===== config.mk =====
export PLATFORM = sky130hd
export DESIGN_NAME = led_key_driver_serial_master
export DESIGN_NICKNAME = d
export VERILOG_FILES = /design/src/rtl/lkd_pkg.sv /design/src/rtl/lkd_dispbuf.sv /design/src/rtl/lkd_seq.sv /design/src/rtl/lkd_skid.sv /design/src/rtl/led_key_driver_serial_master.sv
export SDC_FILE = /design/constraint.sdc
export NUM_CORES = 1
export LEC_CHECK = 0
export BUFFER_PORTS_ARGS = -buffer_cell sky130_fd_sc_hd__buf_2
export CELL_PAD_IN_SITES_DETAIL_PLACEMENT = 0
export CELL_PAD_IN_SITES_GLOBAL_PLACEMENT = 1
export CORE_MARGIN = 5
export CORE_UTILIZATION = 45
export CTS_CLUSTER_DIAMETER = 80
export DETAILED_ROUTE_END_ITERATION = 7
export PLACE_DENSITY = 0.76
export SLEW_MARGIN = 10
export SYNTH_ARGS = -nofsm -noshare
export SYNTH_HDL_FRONTEND = slang
export SYNTH_SLANG_ARGS = --single-unit

===== constraint.sdc =====
create_clock -name clk -period 4.4 [get_ports clk]
set_input_delay 0.88 -clock clk [delete_from_list [all_inputs] [get_ports clk]]
set_output_delay 0.88 -clock clk [all_outputs]
set_load 0.01 [all_outputs]

===== src/rtl/lkd_pkg.sv =====
// Package for the three-wire LED driver serial master.
// Holds the configuration and result types, command bytes and function codes.
// Used by every module of the block; depends on nothing.
package lkd_pkg;

	localparam int DISPLAY_BYTES_DEF = 14;
	localparam int KEY_BYTES_DEF     = 5;

	localparam logic [1:0] FUNC_TICK = 2'd0;
	localparam logic [1:0] FUNC_LOAD = 2'd1;
	localparam logic [1:0] FUNC_UPD  = 2'd2;
	localparam logic [1:0] FUNC_KEY  = 2'd3;

	localparam logic [1:0] CFG_MODE   = 2'd0;
	localparam logic [1:0] CFG_BRIGHT = 2'd1;
	localparam logic [1:0] CFG_LENGTH = 2'd2;

	localparam logic [7:0] CMD_WRITE_AUTO = 8'h40;
	localparam logic [7:0] CMD_ADDR_ZERO  = 8'hC0;
	localparam logic [7:0] CMD_DISP_CTRL  = 8'h80;
	localparam logic [7:0] CMD_KEY_READ   = 8'h42;

	localparam int KEY_IDX_W = 3;
	localparam int RES_W     = 18;
	localparam int OUT_TDATA_W = 24;

	typedef struct packed {
		logic [7:0] mode_cmd;
		logic [3:0] bright;
		logic [3:0] length;
	} cfg_t;

	typedef struct packed {
		logic [7:0]           key_byte;
		logic [KEY_IDX_W-1:0] key_index;
		logic                 key_valid;
		logic                 rejected;
		logic                 busy_res;
		logic                 stb_level;
		logic                 dio_drive;
		logic                 dio_level;
		logic                 clk_level;
	} res_t;

endpackage


===== src/rtl/lkd_dispbuf.sv =====
// Display buffer memory of the LED driver serial master.
// One write port and one registered read port.
// Depends on lkd_pkg.
module lkd_dispbuf #(
	parameter int DISPLAY_BYTES = lkd_pkg::DISPLAY_BYTES_DEF,
	parameter int AW = (DISPLAY_BYTES > 1) ? $clog2(DISPLAY_BYTES) : 1
) (
	input  logic          clk,
	input  logic          we,
	input  logic [AW-1:0] waddr,
	input  logic [7:0]    wdata,
	input  logic [AW-1:0] raddr,
	output logic [7:0]    rdata
);
	import lkd_pkg::*;

	logic [7:0] mem [DISPLAY_BYTES];
	logic [7:0] rdata_q;

	always_ff @(posedge clk) begin
		if (we) begin
			mem[waddr] <= wdata;
		end
		rdata_q <= mem[raddr];
	end

	assign rdata = rdata_q;

endmodule


===== src/rtl/lkd_seq.sv =====
// Transaction sequencer of the LED driver serial master.
// Steps strobe, send, release, receive and end phases one request at a time,
// reading display bytes from lkd_dispbuf ahead of use. Depends on lkd_pkg.
module lkd_seq #(
	parameter int DISPLAY_BYTES = lkd_pkg::DISPLAY_BYTES_DEF,
	parameter int KEY_BYTES     = lkd_pkg::KEY_BYTES_DEF
) (
	input  logic          clk,
	input  logic          arst_n,
	input  logic          en,
	input  logic [1:0]    func,
	input  logic [3:0]    byte_index,
	input  logic [7:0]    byte_value,
	input  logic          din_level,
	input  lkd_pkg::cfg_t cfg,
	output lkd_pkg::res_t res,
	output logic          busy
);
	import lkd_pkg::*;

	localparam int AW = (DISPLAY_BYTES > 1) ? $clog2(DISPLAY_BYTES) : 1;
	localparam int SW = $clog2(DISPLAY_BYTES + 5);
	localparam int KW = $clog2(KEY_BYTES + 1);

	localparam logic [2:0] PH_IDLE    = 3'd0;
	localparam logic [2:0] PH_STROBE  = 3'd1;
	localparam logic [2:0] PH_SEND    = 3'd2;
	localparam logic [2:0] PH_RELEASE = 3'd3;
	localparam logic [2:0] PH_RECV    = 3'd4;
	localparam logic [2:0] PH_END     = 3'd5;

	logic [2:0]    phase_q, phase_n;
	logic [1:0]    tick_q, tick_n;
	logic [2:0]    bitc_q, bitc_n;
	logic [KW-1:0] bytec_q, bytec_n;
	logic [SW-1:0] stage_q, stage_n, stage_inc, len, rd_idx;
	logic          key_q, key_n;
	logic [7:0]    shift_q, shift_n, strobe_byte, rdata, shift_in;
	logic [3:0]    pins_q, pins_n;
	logic          kv;
	logic [KW-1:0] kidx;
	logic [7:0]    kbyte;
	logic          rej;
	logic          we;
	logic [AW-1:0] raddr;

	assign len = ({1'b0, cfg.length} > 5'(DISPLAY_BYTES)) ? SW'(DISPLAY_BYTES)
		: SW'(cfg.length);
	assign stage_inc = stage_q + SW'(1);
	assign rd_idx = stage_q - SW'(2);
	assign raddr = (stage_q >= SW'(2) && rd_idx < SW'(DISPLAY_BYTES)) ? rd_idx[AW-1:0] : '0;
	assign we = en && func == FUNC_LOAD && phase_q == PH_IDLE
		&& {1'b0, byte_index} < 5'(DISPLAY_BYTES);
	assign shift_in = shift_q | {din_level, 7'd0};

	always_comb begin
		if (key_q) begin
			strobe_byte = CMD_KEY_READ;
		end else if (stage_q == SW'(0)) begin
			strobe_byte = cfg.mode_cmd;
		end else if (stage_q == SW'(1)) begin
			strobe_byte = CMD_WRITE_AUTO;
		end else if (stage_q == SW'(2)) begin
			strobe_byte = CMD_ADDR_ZERO;
		end else begin
			strobe_byte = CMD_DISP_CTRL | {4'd0, cfg.bright};
		end
	end

	lkd_dispbuf #(.DISPLAY_BYTES(DISPLAY_BYTES), .AW(AW)) u_buf (
		.clk   (clk),
		.we    (we),
		.waddr (byte_index[AW-1:0]),
		.wdata (byte_value),
		.raddr (raddr),
		.rdata (rdata)
	);

	// pins are {stb, drive, dio, clk}
	always_comb begin
		phase_n = phase_q;
		tick_n  = tick_q;
		bitc_n  = bitc_q;
		bytec_n = bytec_q;
		stage_n = stage_q;
		key_n   = key_q;
		shift_n = shift_q;
		pins_n  = pins_q;
		kv      = 1'b0;
		kidx    = '0;
		kbyte   = 8'd0;
		rej     = 1'b0;
		if (en) begin
			if (func == FUNC_TICK) begin
				case (phase_q)
					PH_STROBE: begin
						pins_n  = 4'b1100;
						shift_n = strobe_byte;
						bitc_n  = 3'd0;
						tick_n  = 2'd0;
						phase_n = PH_SEND;
					end
					PH_SEND: begin
						if (tick_q == 2'd0) begin
							pins_n = {2'b01, shift_q[0], 1'b0};
							tick_n = 2'd1;
						end else begin
							pins_n  = {pins_q[3:1], 1'b1};
							shift_n = {1'b0, shift_q[7:1]};
							tick_n  = 2'd0;
							bitc_n  = bitc_q + 3'd1;
							if (bitc_q == 3'd7) begin
								bitc_n = 3'd0;
								if (key_q) begin
									phase_n = PH_RELEASE;
								end else begin
									stage_n = stage_inc;
									if (stage_inc < SW'(3)) begin
										phase_n = PH_STROBE;
									end else if (stage_inc < len + SW'(3)) begin
										shift_n = rdata;
										phase_n = PH_SEND;
									end else if (stage_inc == len + SW'(3)) begin
										phase_n = PH_STROBE;
									end else begin
										phase_n = PH_END;
									end
								end
							end
						end
					end
					PH_RELEASE: begin
						pins_n  = 4'b0000;
						bitc_n  = 3'd0;
						tick_n  = 2'd0;
						bytec_n = '0;
						shift_n = 8'd0;
						phase_n = PH_RECV;
					end
					PH_RECV: begin
						if (tick_q == 2'd0) begin
							pins_n  = {pins_q[3:1], 1'b0};
							shift_n = {1'b0, shift_q[7:1]};
							tick_n  = 2'd1;
						end else if (tick_q == 2'd1) begin
							pins_n = {pins_q[3:1], 1'b1};
							tick_n = 2'd2;
						end else begin
							shift_n = shift_in;
							tick_n  = 2'd0;
							bitc_n  = bitc_q + 3'd1;
							if (bitc_q == 3'd7) begin
								kv      = 1'b1;
								kidx    = bytec_q;
								kbyte   = shift_in;
								bytec_n = bytec_q + KW'(1);
								bitc_n  = 3'd0;
								shift_n = 8'd0;
								if (bytec_q + KW'(1) >= KW'(KEY_BYTES)) begin
									phase_n = PH_END;
								end
							end
						end
					end
					PH_END: begin
						pins_n  = 4'b1100;
						phase_n = PH_IDLE;
					end
					default: begin
						phase_n = PH_IDLE;
					end
				endcase
			end else if (phase_q != PH_IDLE) begin
				rej = 1'b1;
			end else if (func != FUNC_LOAD) begin
				key_n   = (func == FUNC_KEY);
				stage_n = '0;
				bytec_n = '0;
				bitc_n  = 3'd0;
				tick_n  = 2'd0;
				pins_n  = 4'b1100;
				shift_n = (func == FUNC_KEY) ? CMD_KEY_READ : cfg.mode_cmd;
				phase_n = PH_SEND;
			end
		end
	end

	always_ff @(posedge clk or negedge arst_n) begin
		if (!arst_n) begin
			phase_q <= PH_IDLE;
			tick_q  <= 2'd0;
			bitc_q  <= 3'd0;
			bytec_q <= '0;
			stage_q <= '0;
			key_q   <= 1'b0;
			shift_q <= 8'd0;
			pins_q  <= 4'b1100;
		end else begin
			phase_q <= phase_n;
			tick_q  <= tick_n;
			bitc_q  <= bitc_n;
			bytec_q <= bytec_n;
			stage_q <= stage_n;
			key_q   <= key_n;
			shift_q <= shift_n;
			pins_q  <= pins_n;
		end
	end

	assign busy = (phase_q != PH_IDLE);

	always_comb begin
		res.clk_level = pins_n[0];
		res.dio_level = pins_n[1];
		res.dio_drive = pins_n[2];
		res.stb_level = pins_n[3];
		res.busy_res  = (phase_n != PH_IDLE);
		res.rejected  = rej;
		res.key_valid = kv;
		res.key_index = KEY_IDX_W'(kidx);
		res.key_byte  = kbyte;
	end

endmodule


===== src/rtl/lkd_skid.sv =====
// Two-entry output register of the LED driver serial master.
// Decouples the result channel from the sequencer so a stalled receiver does not stop intake while an entry is free.
// Depends on lkd_pkg.
module lkd_skid (
	input  logic          clk,
	input  logic          arst_n,
	input  logic          in_valid,
	output logic          in_ready,
	input  lkd_pkg::res_t in_data,
	output logic          out_valid,
	input  logic          out_ready,
	output lkd_pkg::res_t out_data
);
	import lkd_pkg::*;

	logic out_valid_q, skid_valid_q;
	res_t out_q, skid_q;

	assign in_ready = !skid_valid_q;

	always_ff @(posedge clk or negedge arst_n) begin
		if (!arst_n) begin
			out_valid_q  <= 1'b0;
			skid_valid_q <= 1'b0;
		end else if (out_ready || !out_valid_q) begin
			if (skid_valid_q) begin
				out_valid_q  <= 1'b1;
				skid_valid_q <= 1'b0;
			end else begin
				out_valid_q <= in_valid;
			end
		end else if (in_valid && in_ready) begin
			skid_valid_q <= 1'b1;
		end
	end

	always_ff @(posedge clk) begin
		if (out_ready || !out_valid_q) begin
			out_q <= skid_valid_q ? skid_q : in_data;
		end else if (in_valid && in_ready) begin
			skid_q <= in_data;
		end
	end

	assign out_valid = out_valid_q;
	assign out_data  = out_q;

endmodule


===== src/rtl/led_key_driver_serial_master.sv =====
// Pin-level master for a three-wire LED driver and key-scan chip (CLK, DIO, STB).
// Requests arrive on the s_axis channel: tuser carries the function (tick, load
// display byte, start display update, start key read), tdata the buffer index,
// segment byte and sampled DIO level. Each request yields exactly one result on
// m_axis: pin levels after the request, busy, rejected and any completed key byte.
// A display update clocks its command and data bytes out at two ticks per bit; a
// key read clocks five bytes in at three ticks per bit. Loads and starts during a
// transaction are refused and flagged.
// One request is taken per cycle while s_axis_tready is high; its result is registered
// in the output register. The sequencer state is updated once per request, and display
// bytes are fetched from the registered buffer read port ahead of use.
// A two-entry output register keeps s_axis_tready high while one result waits,
// so a stalled receiver stops intake only after two results are held.
// Reset puts the pins at CLK low, DIO driven low and STB high, the sequencer idle and
// the registers at mode 0, brightness 8 and length 14. The display buffer holds no
// defined content until loaded. Configuration is written through cfg_we, cfg_index and
// cfg_data; the user must do so only while the block is idle, which it does not enforce.
module led_key_driver_serial_master #(
	parameter int DISPLAY_BYTES = lkd_pkg::DISPLAY_BYTES_DEF,
	parameter int KEY_BYTES     = lkd_pkg::KEY_BYTES_DEF
) (
	input  logic        clk,
	input  logic        arst_n,
	input  logic        s_axis_tvalid,
	output logic        s_axis_tready,
	input  logic [15:0] s_axis_tdata,  // byte_index[3:0], byte_value[11:4], din_level[12]
	input  logic [1:0]  s_axis_tuser,  // func[1:0]
	output logic        m_axis_tvalid,
	input  logic        m_axis_tready,
	output logic [lkd_pkg::OUT_TDATA_W-1:0] m_axis_tdata,
	// clk_level[0], dio_level[1], dio_drive[2], stb_level[3], busy_res[4],
	// rejected[5], key_valid[6], key_index[9:7], key_byte[17:10]
	input  logic        cfg_we,
	input  logic [1:0]  cfg_index,
	input  logic [7:0]  cfg_data
);
	import lkd_pkg::*;

	cfg_t cfg_q;
	res_t res, out_res;
	logic accept, busy;

	always_ff @(posedge clk or negedge arst_n) begin
		if (!arst_n) begin
			cfg_q.mode_cmd <= 8'd0;
			cfg_q.bright   <= 4'd8;
			cfg_q.length   <= 4'd14;
		end else if (cfg_we) begin
			case (cfg_index)
				CFG_MODE:   cfg_q.mode_cmd <= cfg_data;
				CFG_BRIGHT: cfg_q.bright   <= cfg_data[3:0];
				CFG_LENGTH: cfg_q.length   <= cfg_data[3:0];
				default: ;
			endcase
		end
	end

	assign accept = s_axis_tvalid && s_axis_tready;

	lkd_seq #(.DISPLAY_BYTES(DISPLAY_BYTES), .KEY_BYTES(KEY_BYTES)) u_seq (
		.clk        (clk),
		.arst_n     (arst_n),
		.en         (accept),
		.func       (s_axis_tuser),
		.byte_index (s_axis_tdata[3:0]),
		.byte_value (s_axis_tdata[11:4]),
		.din_level  (s_axis_tdata[12]),
		.cfg        (cfg_q),
		.res        (res),
		.busy       (busy)
	);

	lkd_skid u_skid (
		.clk       (clk),
		.arst_n    (arst_n),
		.in_valid  (s_axis_tvalid),
		.in_ready  (s_axis_tready),
		.in_data   (res),
		.out_valid (m_axis_tvalid),
		.out_ready (m_axis_tready),
		.out_data  (out_res)
	);

	assign m_axis_tdata = {(OUT_TDATA_W - RES_W)'(0), out_res};

	a_rej_only_busy: assert property (@(posedge clk) disable iff (!arst_n)
		accept && res.rejected |-> busy && s_axis_tuser != FUNC_TICK)
		else $error("request refused while the sequencer was idle");

	a_key_released: assert property (@(posedge clk) disable iff (!arst_n)
		accept && res.key_valid |-> !res.dio_drive && res.busy_res)
		else $error("key byte reported while DIO was driven");

	a_idle_pins: assert property (@(posedge clk) disable iff (!arst_n)
		accept && !res.busy_res |-> res.stb_level && res.dio_drive && !res.clk_level)
		else $error("idle sequencer left the pins outside their rest levels");

	a_no_load_busy: assert property (@(posedge clk) disable iff (!arst_n)
		accept && busy && s_axis_tuser != FUNC_TICK |=> $past(res.rejected))
		else $error("load or start during a transaction was not refused");

endmodule


==> qor.yml, run 1 <==
run_status:
  outcome: "finished, final reports clean"
yosys:
  syn_inst: 741
  synth_cell_types: 67
  synth_top_area_share_pct: 47.9
  synthFlopType: "edfxtp_1"
  synth_top_area_cell: "edfxtp_1"
  yosysSeqAreaShare_pct: 62.3
  syn_avg_cell_area_um2: 12.5
  ys_seq_elements: 203
  synthesis.area_um2: 9280
  yosysWarningCount: 0
  synthTopCellsByArea: "edfxtp_1 48%, dfrtp_1 11%, mux2i_1 5.1%"
  synth_edf_count: 148
  async_reset_ff_share_pct: 23.2
drt:
  post_drt_wl_per_cell_um: 18.7
  vias: 6120
  ant_nets: 0
  drt_first_pass_iters: 5
  routed_wl_um: 20200
  drc: 0
  drt_iter0_markers: 427
  post_drt_via_cell_ratio: 5.67
clock_network:
  cts_setup_buffers: 0
  insertion_delay_ns: 0.50
  clock-root-buffer: "clkbuf_16"
  clockBufferDepth: 3
  hold_buffers: 0
  cts-htree-levels: 1
  clk_pin_slew_worst_paths_ns: 0.06
  cts_tree: "built"
  numCtsBuffers: 21
  cts_resized: 0
  cts.sinks: 203
critical_path:
  r2r-end: "u_skid.out_data[4]"
  arrival_ns: 3.57
  start_kind: "flop"
  cpPeakStageDelay_ns: 0.49
  crit-reg2reg-launch: "u_seq.stage_q[0]"
  path_class: "reg2reg"
  crit_family: "simple AND/OR/NAND/NOR gates"
  cp_max_fo: 39
  crit_path_cell_trace: "buf_4, nand2_1, xnor2_1, ha_1, nand4_1, o22ai_1, or3_1, nor3_2, o221a_2, a31oi_1"
  end_kind: "flop"
  reg2reg_depth: 10
  r2r_slack_ns: 1.05
  critPathSlowestCell: "nor3_2"
  crit_buf_inv: 1
  worstPathRequired_ns: 4.63
grt:
  grt_pass1_vias: 6266
  grt_util_all_layers_pct: 16.9
  grt_pass1_wl_um: 32800
  gr-total-overflow: 0
  antenna_found_initial: 0
  grt_max_degree: 48
placed_design:
  gp_congestion: 0.838
  placed_area_um2: 9800
  portBuffers: 49
  hpwl_um: 14200
finish:
  areaGrowthSynthToFinish_pct: 13.0
  fin_area_um2: 10500
  insertedDiodeCount: 0
  layout_commonest_cell: "edfxtp_1"
  fillers: 1794
  final_cell_mix: "148 x edfxtp_1, 68 x nand2_1, 48 x buf_2"
  fin_nets: 844
  drive_gt1_share_pct: 16.9
worst_hold_path:
  min_path_type: "in2async"
floorplanning:
  num_io_pins: 59
  initial_utilization_pct: 45.7
  die_w_um: 154
  dieArea_um2: 23600
  floorplan.rows: 52
  die_h_um: 154
  core_area_um2: 20300
sta:
  tightest_slew_ns: 1.07
  timing.final.crit_share_pct: 76.1
  holdWs_ns: 0.410
  finalClockSkew_ns: 0.0153
  setup_tns_ns: 0
  fin_crit_ns: 3.35
  final_hold_viol_count: 0
  rsz0062_at_grt: "false"
  setup_viol: 0
  fmax_mhz: 299
  drv_slew: 0
  relSlewSlack_pct: 28.5
pwr:
  p_leak_uw: 0.00381
  ir_drop_mv: 0.315
  p_per_area_nw_per_um2: 429
flow_run:
  cap_violations: 0
==> Yosys cell counts, types with 3 or more instances <==
library cell,instances
o2bb2ai_1,8
nand3b_1,3
maj3_1,7
and3_1,10
buf_1,3
or3_1,4
a21o_1,13
mux2i_1,47
a211o_1,10
xnor2_1,5
nor2b_1,5
mux2_2,23
nor2_1,39
xor2_1,4
ha_1,16
clkinv_1,3
nor3_1,18
o22ai_1,3
nand3_1,40
a31oi_1,7
buf_4,7
nand4_1,12
nand2_1,68
nor3_2,3
o31ai_1,12
dfrtp_1,41
o21ai_0,46
and2_1,10
dfxtp_1,8
clkbuf_1,15
nand2b_1,7
a311oi_1,4
buf_2,7
dfstp_2,6
inv_1,9
a21oi_1,29
edfxtp_1,148
==> worst max-delay path by stage <==
stage	from	to	cells after the start
2_1_floorplan	u_seq.stage_q[0]	u_seq.shift_q[6]	13
4_1_cts	u_seq.stage_q[0]	u_skid.out_data[4]	10
3_5_place_dp	u_seq.stage_q[0]	u_skid.out_data[4]	10
3_3_place_gp	u_seq.stage_q[0]	u_skid.out_data[4]	10
5_1_grt	u_seq.stage_q[0]	u_seq.shift_q[7]	10
6_report	u_seq.stage_q[0]	u_skid.out_data[4]	10
==> final cells by class <==
class                           instances  area, um^2  area share, %
Clock buffer                           21         526           5.01
Clock inverter                         17         161           1.54
Inverter                               14        52.6          0.501
Multi-Input combinational cell        493        3270           31.2
Sequential cell                       203        5790           55.2
Tap cell                              270         338           3.22
Timing Repair Buffer                   62         345           3.29
==> power by group <==
part	total, uW	leakage, uW	internal, uW	switching (uW)
logic	445	0.00147	187	258
clock network	1750	0.000337	1050	705
registers	2300	0.00201	2190	110
==> cell families after synthesis <==
logic type | share of synthesized area (%)
multiplexers | 7.86
buffers and inverters | 2.59
flip-flops | 62.3
XOR/XNOR | 1.20
AO/OA/AOI/OAI | 10.7
AND/OR/NAND/NOR | 12.3
other | 0.0404
adder cells (fa/ha/maj) | 2.91
==> routing by layer <==
metal / GRT usage (%) / part of all wire, %
met3: 2.59 / 4.7
met2: 29.6 / 49
met1: 21.6 / 42
met5: 0 / 0
met4: 5.80 / 3.7
==> state kept, by name, summed over array words and instances, names as in the netlist <==
name                 flops
u_seq.phase_q            3
u_seq.u_buf.rdata        8
u_seq.shift_q            8
u_skid.out_valid         1
u_seq.pins_q             4
u_skid.out_data         18
u_seq.stage_q            5
cfg_q                   16
u_seq.key_q              1
u_seq.tick_q             2
u_seq.bytec_q            3
u_seq.bitc_q             3
u_seq.u_buf.mem        112
u_skid.skid_q           18
u_skid.skid_valid_q      1
==> per-stage QoR <==
step                setup slack (ns)  cells  total power [uW]  utilization (%)
floorplan                       1.06    746              2610                -
global placement                1.09   1042              2770             48.3
detailed placement              1.06   1042              2790             48.3
CTS                             1.04   1080              4540             51.6
global route                   0.822   1080              4690             51.7
finish                          1.05   1080              4500             51.7
Note: power is estimated with default switching activity, not from simulation.
==> run 2, diff against run 1 <==
PLACE_DENSITY = 0.79   (was 0.76)
clock period = 3.05 ns   (was 4.4 ns; I/O delays follow)
==> run 2 against run 1 <==
Clock skew fell by 0.0025 ns. Total power up 45%. Global-route usage hardly changed. Wire length up 1.4%. Non-clock buffer count rose by 27. Die area is the same. Final cell count rose by 2.4%. First-iteration DRC count decreased by 9.8%. Critical path depth increased by 1. Sequential power is 44% higher. Largest power group unchanged.
==> qor.yml, run 2 (synthesis results as in run 1) <==
run_status:
  outcome: "finished, final reports clean"
grt:
  grt_pass1_vias: 6185
  grt_util_all_layers_pct: 16.9
  antenna_found_initial: 0
  grt_pass1_wl_um: 32800
  gr-total-overflow: 0
  grt_max_degree: 52
clock_network:
  cts-htree-levels: 1
  clk_pin_slew_worst_paths_ns: 0.07
  numCtsBuffers: 21
  cts.sinks: 203
  insertion_delay_ns: 0.50
  cts_tree: "built"
  hold_buffers: 0
  clockBufferDepth: 3
  clock-root-buffer: "clkbuf_16"
critical_path:
  reg2reg_depth: 11
  r2r-end: "u_seq.shift_q[6]"
  arrival_ns: 3.33
  r2r_slack_ns: 0.1
  path_class: "reg2reg"
  crit-reg2reg-launch: "u_seq.stage_q[1]"
  crit_end: "u_seq.shift_q[6]"
  worstPathRequired_ns: 3.42
  cp_max_fo: 5
  end_kind: "flop"
  start_kind: "flop"
  crit_start: "u_seq.stage_q[1]"
floorplanning:
  die_w_um: 154
  die_h_um: 154
  num_io_pins: 59
  dieArea_um2: 23600
  core_area_um2: 20300
  floorplan.rows: 52
  initial_utilization_pct: 45.7
drt:
  drt_first_pass_iters: 5
  drc: 0
  route.met3.wl_um: 1040
  routed_wl_um: 20500
  vias: 6188
  post_drt_via_cell_ratio: 5.59
  ant_nets: 0
  routed-wl-met2_um: 10100
  drt_iter0_markers: 385
  highest_layer: "met4"
  post_drt_wl_per_cell_um: 18.5
  met1_length_um: 8770
sta:
  drv_slew: 0
  holdWs_ns: 0.236
  fin_ws_ns: 0.0952
  relSlewSlack_pct: 41.8
  fmax_mhz: 338
  tightest_slew_ns: 0.873
  final_hold_viol_count: 0
  fin_crit_ns: 2.95
  finalClockSkew_ns: 0.0129
  timing.final.crit_share_pct: 96.9
  setup_viol: 0
placed_design:
  dp_slack_ns: 0.0551
  dp_cells: 1067
  placed_area_um2: 9990
  gp_congestion: 0.892
  portBuffers: 49
  hpwl_um: 14300
finish:
  layout_commonest_cell: "edfxtp_1"
  fin_nets: 871
  final_cells: 1106
  max_flop_register: "u_seq.u_buf.mem"
  largest_register_ffs: 112
  final_util_pct: 52.8
  final_cell_mix: "148 x edfxtp_1, 68 x nand2_1, 49 x buf_2"
  insertedDiodeCount: 0
  drive_gt1_share_pct: 20.2
  fin_area_um2: 10700
  areaGrowthSynthToFinish_pct: 15.5
flow_run:
  cap_violations: 0
worst_hold_path:
  min_path_type: "in2async"
pwr:
  p_leak_uw: 0.00395
  ir_drop_mv: 0.444
  p_per_area_nw_per_um2: 610
## run 2: changes by cell type in the layout (fill, tap and decap cells not counted), moves of 2 or more
cell       previous run  this run
clkbuf_1              0         2
a2111oi_2             0         2
a2111oi_0             2         0
buf_4                14        40
clkinv_1             10         7
## run 2: repair_timing
action	in CTS	in global routing
endpoints found under the setup margin	0	10
endpoints found under the hold margin	0	0
resized for setup	0	7
buffers inserted	0	2
## run 2: per-layer routing
layer | GRT usage [%] | vias to the layer above
li1 | - | 2945
met1 | 22.0 | 3016
met2 | 29.5 | 184
met3 | 2.70 | 43
met4 | 4.84 | 0
met5 | 0 | -
## run 2: worst max-delay path, cell delays in order (launching register included)
cell,delay [ns]
dfrtp_2,0.44
buf_4,0.14
ha_1,0.21
nand2_1,0.08
xnor2_1,0.15
ha_1,0.28
nand4_1,0.11
o22ai_1,0.12
or3_4,0.41
or3_1,0.40
a2111oi_2,0.36
o31ai_1,0.13
## run 2: through the flow
step | TNS (ns) | total power, uW
floorplan | 0 | 3770
global placement | 0 | 4010
detailed placement | 0 | 4040
CTS | 0 | 6580
global route | -0.0912 | 6820
finish | 0 | 6540
## run 2: worst min-delay path by stage
stage | start | end | slack [ns]
6_report | arst_n | u_seq.phase_q[1] | 0.24
3_5_place_dp | cfg_q[4] | cfg_q[4] | 0.51
3_3_place_gp | u_seq.bytec_q[1] | u_seq.bytec_q[1] | 0.49
2_1_floorplan | arst_n | cfg_q[0] | 0.31
4_1_cts | arst_n | u_seq.stage_q[4] | 0.26
5_1_grt | arst_n | u_seq.pins_q[0] | 0.30
## run 2: power by group
part           internal (uW)  switching (uW)  total (uW)  leakage [uW]
Combinational            292             389         680       0.00161
Sequential              3160             156        3320       0.00200
Clock                   1540            1010        2540      0.000337
## run 2: layout make-up
cell class / count / area (um^2)
Fill cell: 1752 / 9580
Tap cell: 270 / 338
Clock buffer: 24 / 547
Inverter: 14 / 52.6
Multi-Input combinational cell: 493 / 3300
Clock inverter: 13 / 141
Sequential cell: 203 / 5790
Timing Repair Buffer: 89 / 546
